$ cat src/rhfd_pkg.sv
package rhfd_pkg;

  localparam int BINS_PER_CHANNEL = 6;
  localparam int COUNT_BITS_DEF   = 22;

  localparam int SQ_BITS     = 38;   // squared difference sums
  localparam int FRAC_SHIFT  = 24;   // 12 fractional bits after the root
  localparam int TOTAL_SHIFT = 12;
  localparam int SQ_IN_W     = 62;   // widest root operand
  localparam int SQ_ITERS    = SQ_IN_W / 2;
  localparam int ROOT_W      = SQ_ITERS;
  localparam int NUM_W       = 40;
  localparam int DEN_W       = 39;
  localparam int HIST_GAIN   = 2550;
  localparam int DIFF_GAIN   = 255;
  localparam int SECOND_WT   = 9;
  localparam int BYTE_MAX    = 255;

  typedef enum logic [1:0] {
    OP_START = 2'd0,
    OP_PIXEL = 2'd1,
    OP_READ  = 2'd2
  } opcode_t;

  typedef enum logic [1:0] {
    SEL_COUNT  = 2'd0,
    SEL_SECOND = 2'd1,
    SEL_MAX    = 2'd2
  } sel_t;

  typedef struct packed {
    logic latch;
    logic clear;
    logic mem_rd;
    logic pix_wr;
    logic sq_load;
    logic sq_store;
    logic mul;
    logic div_load;
    logic emit;
    sel_t sel;
  } cmd_t;

  typedef struct packed {
    logic hist;
    logic zero;
    logic sq_done;
    logic div_done;
  } status_t;

endpackage

$ cat src/rhfd_ctrl.sv
module rhfd_ctrl (
  input  logic              clk,
  input  logic              rst,
  input  logic              accept,
  input  logic [1:0]        opcode,
  input  rhfd_pkg::status_t st,
  output rhfd_pkg::cmd_t    cmd,
  output logic              busy
);

  typedef enum logic [9:0] {
    S_IDLE     = 10'b00_0000_0001,
    S_PIX_RD   = 10'b00_0000_0010,
    S_PIX_WR   = 10'b00_0000_0100,
    S_RD_MEM   = 10'b00_0000_1000,
    S_SQ_LOAD  = 10'b00_0001_0000,
    S_SQ_RUN   = 10'b00_0010_0000,
    S_MUL      = 10'b00_0100_0000,
    S_DIV_LOAD = 10'b00_1000_0000,
    S_DIV_RUN  = 10'b01_0000_0000,
    S_DONE     = 10'b10_0000_0000
  } state_t;

  state_t         state;
  state_t         state_next;
  rhfd_pkg::sel_t sel;
  rhfd_pkg::sel_t sel_next;

  always_ff @(posedge clk) begin
    if (rst) begin
      state <= S_IDLE;
      sel   <= rhfd_pkg::SEL_COUNT;
    end else begin
      state <= state_next;
      sel   <= sel_next;
    end
  end

  always_comb begin
    state_next = state;
    sel_next   = sel;
    cmd        = '0;
    cmd.sel    = sel;
    case (state)
      S_IDLE: begin
        if (accept) begin
          cmd.latch = 1'b1;
          if (opcode == rhfd_pkg::OP_START) begin
            cmd.clear = 1'b1;
          end else if (opcode == rhfd_pkg::OP_PIXEL) begin
            state_next = S_PIX_RD;
          end else if (opcode == rhfd_pkg::OP_READ) begin
            state_next = S_RD_MEM;
          end
        end
      end
      S_PIX_RD: begin
        cmd.mem_rd = 1'b1;
        state_next = S_PIX_WR;
      end
      S_PIX_WR: begin
        cmd.pix_wr = 1'b1;
        state_next = S_IDLE;
      end
      S_RD_MEM: begin
        cmd.mem_rd = 1'b1;
        sel_next   = rhfd_pkg::SEL_COUNT;
        state_next = st.zero ? S_DONE : S_SQ_LOAD;
      end
      S_SQ_LOAD: begin
        cmd.sq_load = 1'b1;
        state_next  = S_SQ_RUN;
      end
      S_SQ_RUN: begin
        if (st.sq_done) begin
          cmd.sq_store = 1'b1;
          if (st.hist && sel != rhfd_pkg::SEL_MAX) begin
            sel_next   = rhfd_pkg::sel_t'(sel + 2'd1);
            state_next = S_SQ_LOAD;
          end else begin
            state_next = S_MUL;
          end
        end
      end
      S_MUL: begin
        cmd.mul    = 1'b1;
        state_next = S_DIV_LOAD;
      end
      S_DIV_LOAD: begin
        cmd.div_load = 1'b1;
        state_next   = S_DIV_RUN;
      end
      S_DIV_RUN: begin
        if (st.div_done) state_next = S_DONE;
      end
      S_DONE: begin
        cmd.emit   = 1'b1;
        state_next = S_IDLE;
      end
      default: begin
        state_next = S_IDLE;
      end
    endcase
  end

  assign busy = (state != S_IDLE);

endmodule

$ cat config.mk
export PLATFORM = sky130hd
export DESIGN_NAME = rhfd_ctrl
export DESIGN_NICKNAME = d
export VERILOG_FILES = /design/src/rhfd_pkg.sv /design/src/rhfd_ctrl.sv
export SDC_FILE = /design/constraint.sdc
export NUM_CORES = 1
export LEC_CHECK = 0
export ABC_AREA = 1
export BUFFER_PORTS_ARGS = -buffer_cell sky130_fd_sc_hd__buf_2
export CAP_MARGIN = 20
export CORE_AREA = 2 2 45 47
export DETAILED_ROUTE_END_ITERATION = 10
export DIE_AREA = 0 0 47 49
export GPL_TIMING_DRIVEN = 0
export PLACE_DENSITY = 0.75
export REMOVE_ABC_BUFFERS = 1
export SYNTH_ARGS = -nofsm -noshare
export SYNTH_HDL_FRONTEND = slang
export SYNTH_SLANG_ARGS = --single-unit
$ cat constraint.sdc
create_clock -name clk -period 1.5 [get_ports clk]
set_input_delay 0 -clock clk [delete_from_list [all_inputs] [get_ports clk]]
set_output_delay 0 -clock clk [all_outputs]
set_load 0.01 [all_outputs]
==> results of run 1 <==
[path summary, 6_finish.rpt]
path / start / end / slack [ns] / cells after the start
worst max-delay path: state[4]$_SDFFE_PP0P_ / cmd[9] / 0.15 / 6
worst max register to register: state[1]$_SDFFE_PP0P_ / state[6]$_SDFFE_PP0P_ / 0.15 / 8
worst min-delay path: rst / state[1]$_SDFFE_PP0P_ / 0.06 / 2
worst min register to register: sel[1]$_SDFFE_PP0P_ / sel[1]$_SDFFE_PP0P_ / 0.49 / 2
[per-layer routing]
layer	track usage (%)	up-vias	share of wire, %
met5	0	-	0
met4	6.019	0	2.0
met3	2.963	8	5.8
met2	29.00	36	46
met1	24.42	408	46
li1	-	474	-
[cells by family (layout without fill, tap and decap cells)]
group | Yosys count | in the layout
compound gates | 5 | 5
buf+inv | 29 | 51
simple gates | 91 | 91
fa+ha+maj | 3 | 3
flops | 12 | 12
[repair_timing]
item                                    CTS  global route
hold buffers                              0             0
endpoints found under the setup margin    0             3
gates resized for setup                   0             1
[critical path, delay by kind of cell (launching register included)]
kind / cells / cell delay, ns
AND/OR/NAND/NOR: 5 / 0.59
buffers and inverters: 1 / 0.15
flip-flops: 1 / 0.35
[sequential cells by signal, indices dropped and copies added (netlist names)]
register / cells
state: 10
sel: 2
[metrics by stage]
step	area (um^2)	util [%]	hold slack, ns	power [mW]
5_1_grt	1059	57.47	0.06497	1.569
2_1_floorplan	897.1	-	0.06907	1.069
3_5_place_dp	1031	55.98	0.3340	1.259
6_report	1059	57.47	0.06324	1.447
3_3_place_gp	1031	55.98	0.3215	1.234
4_1_cts	1054	57.20	0.06033	1.448
[area by class of cell]
cell class / count / share of cell area (%)
clock buffers: 3 / 2.128
well taps: 27 / 3.191
repair buffers: 20 / 9.456
multi-input cells: 99 / 52.60
inverters: 28 / 9.929
flip-flops and latches: 12 / 22.69
[where the power goes]
group | leakage, nW | internal, mW | switching (mW)
clock network | 0.0138 | 0.0927 | 0.0971
logic | 0.472 | 0.293 | 0.566
registers | 0.0972 | 0.357 | 0.0418
total | 0.583 | 0.743 | 0.705
[cell usage in the layout (no fill, tap or decap), drive strengths merged]
master / Yosys / routed
inv: 28 / 28
clkbuf: 0 / 3
o21ai: 3 / 3
nor3b: 2 / 2
buf: 1 / 20
dfxtp: 12 / 12
nand4: 1 / 1
a21oi: 2 / 2
nand3b: 1 / 1
nand2: 33 / 33
nor3: 5 / 5
nor4: 2 / 2
nand3: 13 / 13
ha: 3 / 3
nor2: 34 / 34
==> results.json, run 1 <==
{
  "netlist_area_um2": 900.9,
  "initial_core_util_pct": 48.91,
  "max_stage_delay_ns": 0.35,
  "diodes": 0,
  "status": "finished, final reports clean",
  "cp.required_ns": 1.50,
  "min_period_ns": 1.351,
  "crit_fanout": 7,
  "fin_crit_sh_pct": 90.07,
  "avgSynthCellArea_um2": 6.435,
  "synth.mux.area_fraction_pct": 0,
  "ir_drop_v": 0.0006074,
  "avgRoutedWirePerCell_um": 10.19,
  "slowest_stage": "dfxtp_1",
  "place.gp.congestion": 0.8778,
  "post_cts_buffers": 0,
  "synth_ff_type": "dfxtp_1",
  "grt_pass1_wl_um": 3091,
  "synth_top_area_share_pct": 26.67,
  "ys_seq_area_share_pct": 26.67,
  "critPathLaunchType": "register",
  "fill_cells": 190,
  "finClkSkew_ns": 0.0007363,
  "clock_path_buffers": 2,
  "synth-compound-area-share_pct": 2.778,
  "drv_cap": 0,
  "finalMaxSlewViolations": 0,
  "htreeDepth": 1,
  "synth.distinct_cells": 20,
  "io_pins": 21,
  "layout-drive-gt1-share_pct": 30.86,
  "synth-simple-area-share_pct": 54.31,
  "synth_area_leaders": "dfxtp_1, nand2_1, inv_1",
  "firstDrtPassIters": 4,
  "place_inst": 186,
  "grtUsageTotal_pct": 18.23,
  "dpl.hpwl_um": 1588,
  "cts_tree": "yes",
  "vias": 926,
  "fin_setup_tns_ns": 0,
  "grt-ovfl-total": 0,
  "instances_no_fill": 189,
  "grt_max_degree": 11,
  "endpoint_kind": "output port",
  "dp_slack_ns": 0.1428,
  "clk_latency_ns": 0.26,
  "root_buffer": "clkbuf_4",
  "hp-class": "primary input to register",
  "powerDensity_mw_per_mm2": 1367,
  "fp-row-count": 16,
  "io_buffer_count": 20,
  "critPathKind": "register to output port",
  "netlist_top_cells_count": "nand2_1, inv_1, nor2_1, dfxtp_1, nand3_1",
  "cts_sinks": 12,
  "slew_headroom_pct": 84.66,
  "setup_viol_count_final": 0,
  "rsz0062_at_grt": "false",
  "dr.first_iter.drc_count": 20,
  "die_w_um": 47,
  "synthAdderAreaFrac_pct": 4.167,
  "grt_pass1_vias": 812,
  "synth_enable_flop_cells": 0,
  "nNetsFinal": 176,
  "postRouteAntennaNets": 0,
  "async_reset_ff_share_pct": 0,
  "yosysMostFrequentCell": "nand2_1",
  "viasPerCell": 4.899,
  "synth-xor-area-share_pct": 0,
  "synth_top_cell_by_area": "dfxtp_1",
  "antenna_found_initial": 0,
  "cts_made_buffers": 3,
  "wl_um": 1925,
  "tightestPinTransition_ns": 0.2281,
  "multiInputGateArea_um2": 556.8,
  "dieArea_mm2": 0.002303,
  "power.leakage_nw": 0.5830,
  "path_clk_slew_ns": 0.07,
  "finalWorstSetupSlack_ns": 0.1490,
  "ys_ff_latch": 12,
  "synth_cells": 140,
  "yosysWarnings": 0,
  "finalHoldViolations": 0,
  "arrival_ns": 1.35,
  "synth_top_family_by_area": "simple AND/OR/NAND/NOR gates",
  "core_mm2": 0.001842,
  "die_h_um": 49,
  "max_freq_mhz": 740.2,
  "register_area_um2": 240.2,
  "path_cells": "nor2_4, nand2_4, nor2_4, nand2_4, nor3_1, buf_2",
  "drc_errors": 0,
  "syn_to_final_growth_pct": 17.50
}
(Power assumes the default switching activity.)
==> inputs of run 2 (changes only) <==
- CORE_AREA: 2 2 45 47 -> 3 3 46 48
- DIE_AREA: 0 0 47 49 -> 0 0 49 51
- PLACE_DENSITY: 0.75 -> 0.78
==> run 2 against run 1 <==
Combinational power grew 0.8%. Highest routed layer unchanged. Critical path depth is the same. Final cell count fell by 1.1%. Setup slack got worse by 0.027 ns. Largest cell class unchanged. Die area grew 8.5%. Maximum frequency is 2.0% lower. Critical endpoint unchanged.
==> results.json, run 2 (synthesis gave the netlist of run 1 again) <==
{
  "status": "finished, final reports clean",
  "die_h_um": 51,
  "cp.required_ns": 1.50,
  "grt_max_degree": 11,
  "grt_pass1_vias": 801,
  "clk_latency_ns": 0.27,
  "min_period_ns": 1.378,
  "register_area_um2": 240.2,
  "finalMaxSlewViolations": 0,
  "io_buffer_count": 20,
  "powerDensity_mw_per_mm2": 1389,
  "nNetsFinal": 176,
  "slew_headroom_pct": 83.23,
  "max_stage_delay_ns": 0.35,
  "root_buffer": "clkbuf_4",
  "cts_tree": "yes",
  "critPathLaunchType": "register",
  "io_pins": 21,
  "tightestPinTransition_ns": 0.2493,
  "htreeDepth": 1,
  "initial_core_util_pct": 51.61,
  "cts_made_buffers": 3,
  "drv_cap": 0,
  "slowest_stage": "dfxtp_1",
  "grtUsageTotal_pct": 16.68,
  "path_clk_slew_ns": 0.07,
  "arrival_ns": 1.38,
  "drc_errors": 0,
  "largest_register_ffs": 10,
  "p_total_mw": 1.467,
  "syn_to_final_growth_pct": 17.22,
  "avgRoutedWirePerCell_um": 10.58,
  "core_mm2": 0.001745,
  "final_common_cell": "nand2_1",
  "viasPerCell": 4.818,
  "ctsHoldBuffers": 0,
  "multiInputGateArea_um2": 556.8,
  "power.leakage_nw": 0.5830,
  "max_freq_mhz": 725.5,
  "dieArea_mm2": 0.002499,
  "critPathKind": "register to output port",
  "wl_um": 1978,
  "hp-class": "primary input to register",
  "top_register": "state",
  "dpl.hpwl_um": 1617,
  "antenna_found_initial": 0,
  "cts_sinks": 12,
  "clock_path_buffers": 2,
  "postRouteAntennaNets": 0,
  "ir_drop_v": 0.0007824,
  "finalHoldViolations": 0,
  "fill_cells": 178,
  "place.gp.congestion": 0.8595,
  "fp-row-count": 15,
  "finalWorstSetupSlack_ns": 0.1217,
  "finClkSkew_ns": 0.001933,
  "crit_fanout": 7,
  "cts_resized": 0,
  "dr.first_iter.drc_count": 24,
  "diodes": 0,
  "hold-worst-slack_ns": 0.04546,
  "top_regs": "state x10, sel x2",
  "post_cts_buffers": 0,
  "dp_slack_ns": 0.1661,
  "fin_crit_sh_pct": 91.89,
  "vias": 901,
  "endpoint_kind": "output port",
  "layout-drive-gt1-share_pct": 30.86,
  "layout_common_cells": "nand2_1, inv_1, nor2_1",
  "die_w_um": 49,
  "setup_viol_count_final": 0,
  "grt_pass1_wl_um": 3167,
  "path_cells": "nor2_4, nand2_4, nor2_4, nand2_4, nor3_1, buf_2",
  "firstDrtPassIters": 4,
  "grt-ovfl-total": 0
}
run 2: cell counts in the layout (fill, tap and decap cells not counted):
No cell type changed its count.
run 2: worst max-delay path: cells and delay by family (launching register included):
| family | cells | cell delay, ns |
|---|---|---|
| buffers and inverters | 1 | 0.16 |
| AND/OR/NAND/NOR | 5 | 0.60 |
| flip-flops | 1 | 0.35 |
run 2: final timing paths:
| path | to | cells after the start | slack, ns | start |
|---|---|---|---|---|
| worst max-delay path | cmd[9] | 6 | 0.12 | state[4]$_SDFFE_PP0P_ |
| worst min register to register | sel[1]$_SDFFE_PP0P_ | 2 | 0.49 | sel[1]$_SDFFE_PP0P_ |
| worst max register to register | state[3]$_SDFFE_PP0P_ | 8 | 0.15 | state[1]$_SDFFE_PP0P_ |
| worst min-delay path | state[6]$_SDFFE_PP0P_ | 2 | 0.05 | rst |
run 2: layout make-up:
type | count | share of cell area, %
clock buffer | 3 | 2.133
sequential | 12 | 22.75
inverter | 28 | 9.953
tap | 25 | 2.962
multi-input combinational | 99 | 52.73
timing repair buffer | 20 | 9.479
run 2: routing by layer:
metal | track usage [%] | vias to the layer above | routed length [um]
met5 | 0 | - | 0
li1 | - | 473 | -
met3 | 2.041 | 5 | 86
met4 | 10.43 | 0 | 44
met1 | 19.72 | 401 | 926
met2 | 28.73 | 22 | 921
run 2: power by group:
group / internal, mW / switching, mW / total [mW]
Clock: 0.0931 / 0.106 / 0.199
Combinational: 0.293 / 0.573 / 0.866
Sequential: 0.357 / 0.0451 / 0.402
run 2: per-stage QoR:
step	utilization (%)	std cells	TNS (ns)	area (um^2)
finish	60.50	187	0	1056
CTS	60.22	187	0	1051
global route	60.50	187	-0.005627	1056
floorplan	-	139	0	897.1
global placement	58.92	184	0	1028
detailed placement	58.92	184	0	1028
==> inputs of run 3 (changes only) <==
- clock period: 1.5 -> 1.4 ns (I/O delays scaled with it)
==> run 3 against run 2 <==
Non-clock buffer count increased by 3. Power increased by 18%. Combinational power increased by 25%. Sequential power increased by 8.2%. Clock skew decreased by 0.00064 ns. Clock power increased by 8%. Die area unchanged. Critical path type unchanged. Worst hold slack got worse by 0.00059 ns. Core utilization increased by 3.8 points. First-iteration DRC count decreased by 29%. Clock-buffer cell count unchanged.
==> results.json, run 3 (synthesis gave the netlist of run 1 again) <==
{
  "layout-drive-gt1-share_pct": 37.58,
  "syn_to_final_growth_pct": 24.58,
  "antenna_found_initial": 0,
  "status": "finished, final reports clean",
  "grt_max_degree": 11,
  "p_total_mw": 1.726,
  "grt_pass1_vias": 807,
  "dr.first_iter.drc_count": 17,
  "io_pins": 21,
  "fin_setup_tns_ns": 0,
  "max_stage_delay_ns": 0.34,
  "htreeDepth": 1,
  "place.gp.congestion": 0.8595,
  "critPathLaunch": "state[5]$_SDFFE_PP0P_",
  "cts_sinks": 12,
  "hold-worst-slack_ns": 0.04487,
  "max_freq_mhz": 731.1,
  "r2r-end": "state[3]$_SDFFE_PP0P_",
  "fin_crit_sh_pct": 97.70,
  "min_period_ns": 1.368,
  "finalMaxSlewViolations": 0,
  "dpl.hpwl_um": 1617,
  "worstHoldStart": "rst",
  "layout_common_cells": "inv_1, nand2_1, nor2_1",
  "largest_register_ffs": 10,
  "slowest_stage": "dfxtp_2",
  "r2r_start": "state[0]$_SDFFE_PP1P_",
  "grt-ovfl-total": 0,
  "viasPerCell": 4.837,
  "crit_fanout": 7,
  "initial_core_util_pct": 51.61,
  "ir_drop_v": 0.0009477,
  "powerDensity_mw_per_mm2": 1538,
  "grt_pass1_wl_um": 3208,
  "endpoint_kind": "output port",
  "power.leakage_nw": 0.6282,
  "arrival_ns": 1.37,
  "finalHoldViolations": 0,
  "core_mm2": 0.001745,
  "drv_cap": 0,
  "postRouteAntennaNets": 0,
  "cts_tree": "yes",
  "path_clk_slew_ns": 0.07,
  "reg2reg_depth": 8,
  "wl_um": 2131,
  "firstDrtPassIters": 4,
  "cp.required_ns": 1.40,
  "root_buffer": "clkbuf_4",
  "whs_endpoint": "state[6]$_SDFFE_PP0P_",
  "vias": 919,
  "slew_headroom_pct": 79.03,
  "top_register": "state",
  "hp-class": "primary input to register",
  "critPathLaunchType": "register",
  "io_buffer_count": 20,
  "hold-path-cell-count": 2,
  "rsz0062_at_grt": "true",
  "cp_top_family": "simple AND/OR/NAND/NOR gates",
  "tightestPinTransition_ns": 0.3134,
  "fp-row-count": 15,
  "cp_num_buf_inv": 1,
  "utilization_pct": 64.30,
  "dieArea_mm2": 0.002499,
  "diodes": 0,
  "grtUsageTotal_pct": 16.93,
  "nNetsFinal": 179,
  "path_cells": "nor2_4, nand2_4, nor2_4, nand2_4, nor3_2, buf_2",
  "final_common_cell": "inv_1",
  "finClkSkew_ns": 0.001295,
  "setup_viol_count_final": 0,
  "clock_path_buffers": 2,
  "ctsHoldBuffers": 0,
  "top_regs": "state x10, sel x2",
  "die_w_um": 49,
  "clk_latency_ns": 0.27,
  "die_h_um": 51,
  "avgRoutedWirePerCell_um": 11.22,
  "r2r_setup_slack_ns": 0.06,
  "cts_made_buffers": 3,
  "drc_errors": 0,
  "critPathKind": "register to output port"
}
run 3: what timing repair did:
action                     in CTS  in global routing
hold endpoints to repair        0                  0
buffers inserted                0                  3
pin swaps                       0                  6
setup endpoints to repair       1                 13
resized for setup               1                 12
run 3: metrics by stage:
stage | worst slack (ns) | instance area [um^2] | instances
after detailed placement | 0.06612 | 1028 | 184
after global placement | 0.09563 | 1028 | 184
after global routing | -0.05571 | 1122 | 190
after CTS | 0.03849 | 1056 | 187
final | 0.03221 | 1122 | 190
after floorplan | 0.1553 | 897.1 | 139
run 3: worst max-delay path by stage:
stage / endpoint / cells after the start / slack (ns)
after floorplan: sel[0]$_SDFFE_PP0P_ / 8 / 0.16
after global placement: state[6]$_SDFFE_PP0P_ / 8 / 0.1
after global routing: cmd[9] / 6 / -0.06
after detailed placement: state[3]$_SDFFE_PP0P_ / 8 / 0.07
final: cmd[9] / 6 / 0.03
after CTS: cmd[9] / 6 / 0.04
run 3: area by class of cell:
cell class              count  area (um^2)
multi-input cells          99        595.6
clock buffers               3        22.52
flip-flops and latches     12        245.2
well taps                  25        31.28
fillers                   171        623.1
repair buffers             23        122.6
inverters                  28        105.1
run 3: worst reg2reg max path, stage by stage, from the launching register on:
cell and delay [ns]:
dfxtp_2 0.34, nor2_2 0.15, nand2_4 0.11, nor2_4 0.16, nand3b_4 0.11, nand3_4 0.14, inv_2 0.07, nand3_1 0.09
nor2_1 0.04
run 3: per-layer routing:
metal  GRT usage, %  up-vias  share of wire (%)
met5              0        -                  0
met4          11.37        0                2.1
met3          2.332        5                3.8
met2          28.73       27                 49
met1          19.89      409                 45
li1               -      478                  -
run 3: report_power, final:
group / switching (mW) / internal (mW)
combinational: 0.673 / 0.403
clock: 0.114 / 0.0997
sequential: 0.0465 / 0.389
total: 0.834 / 0.892
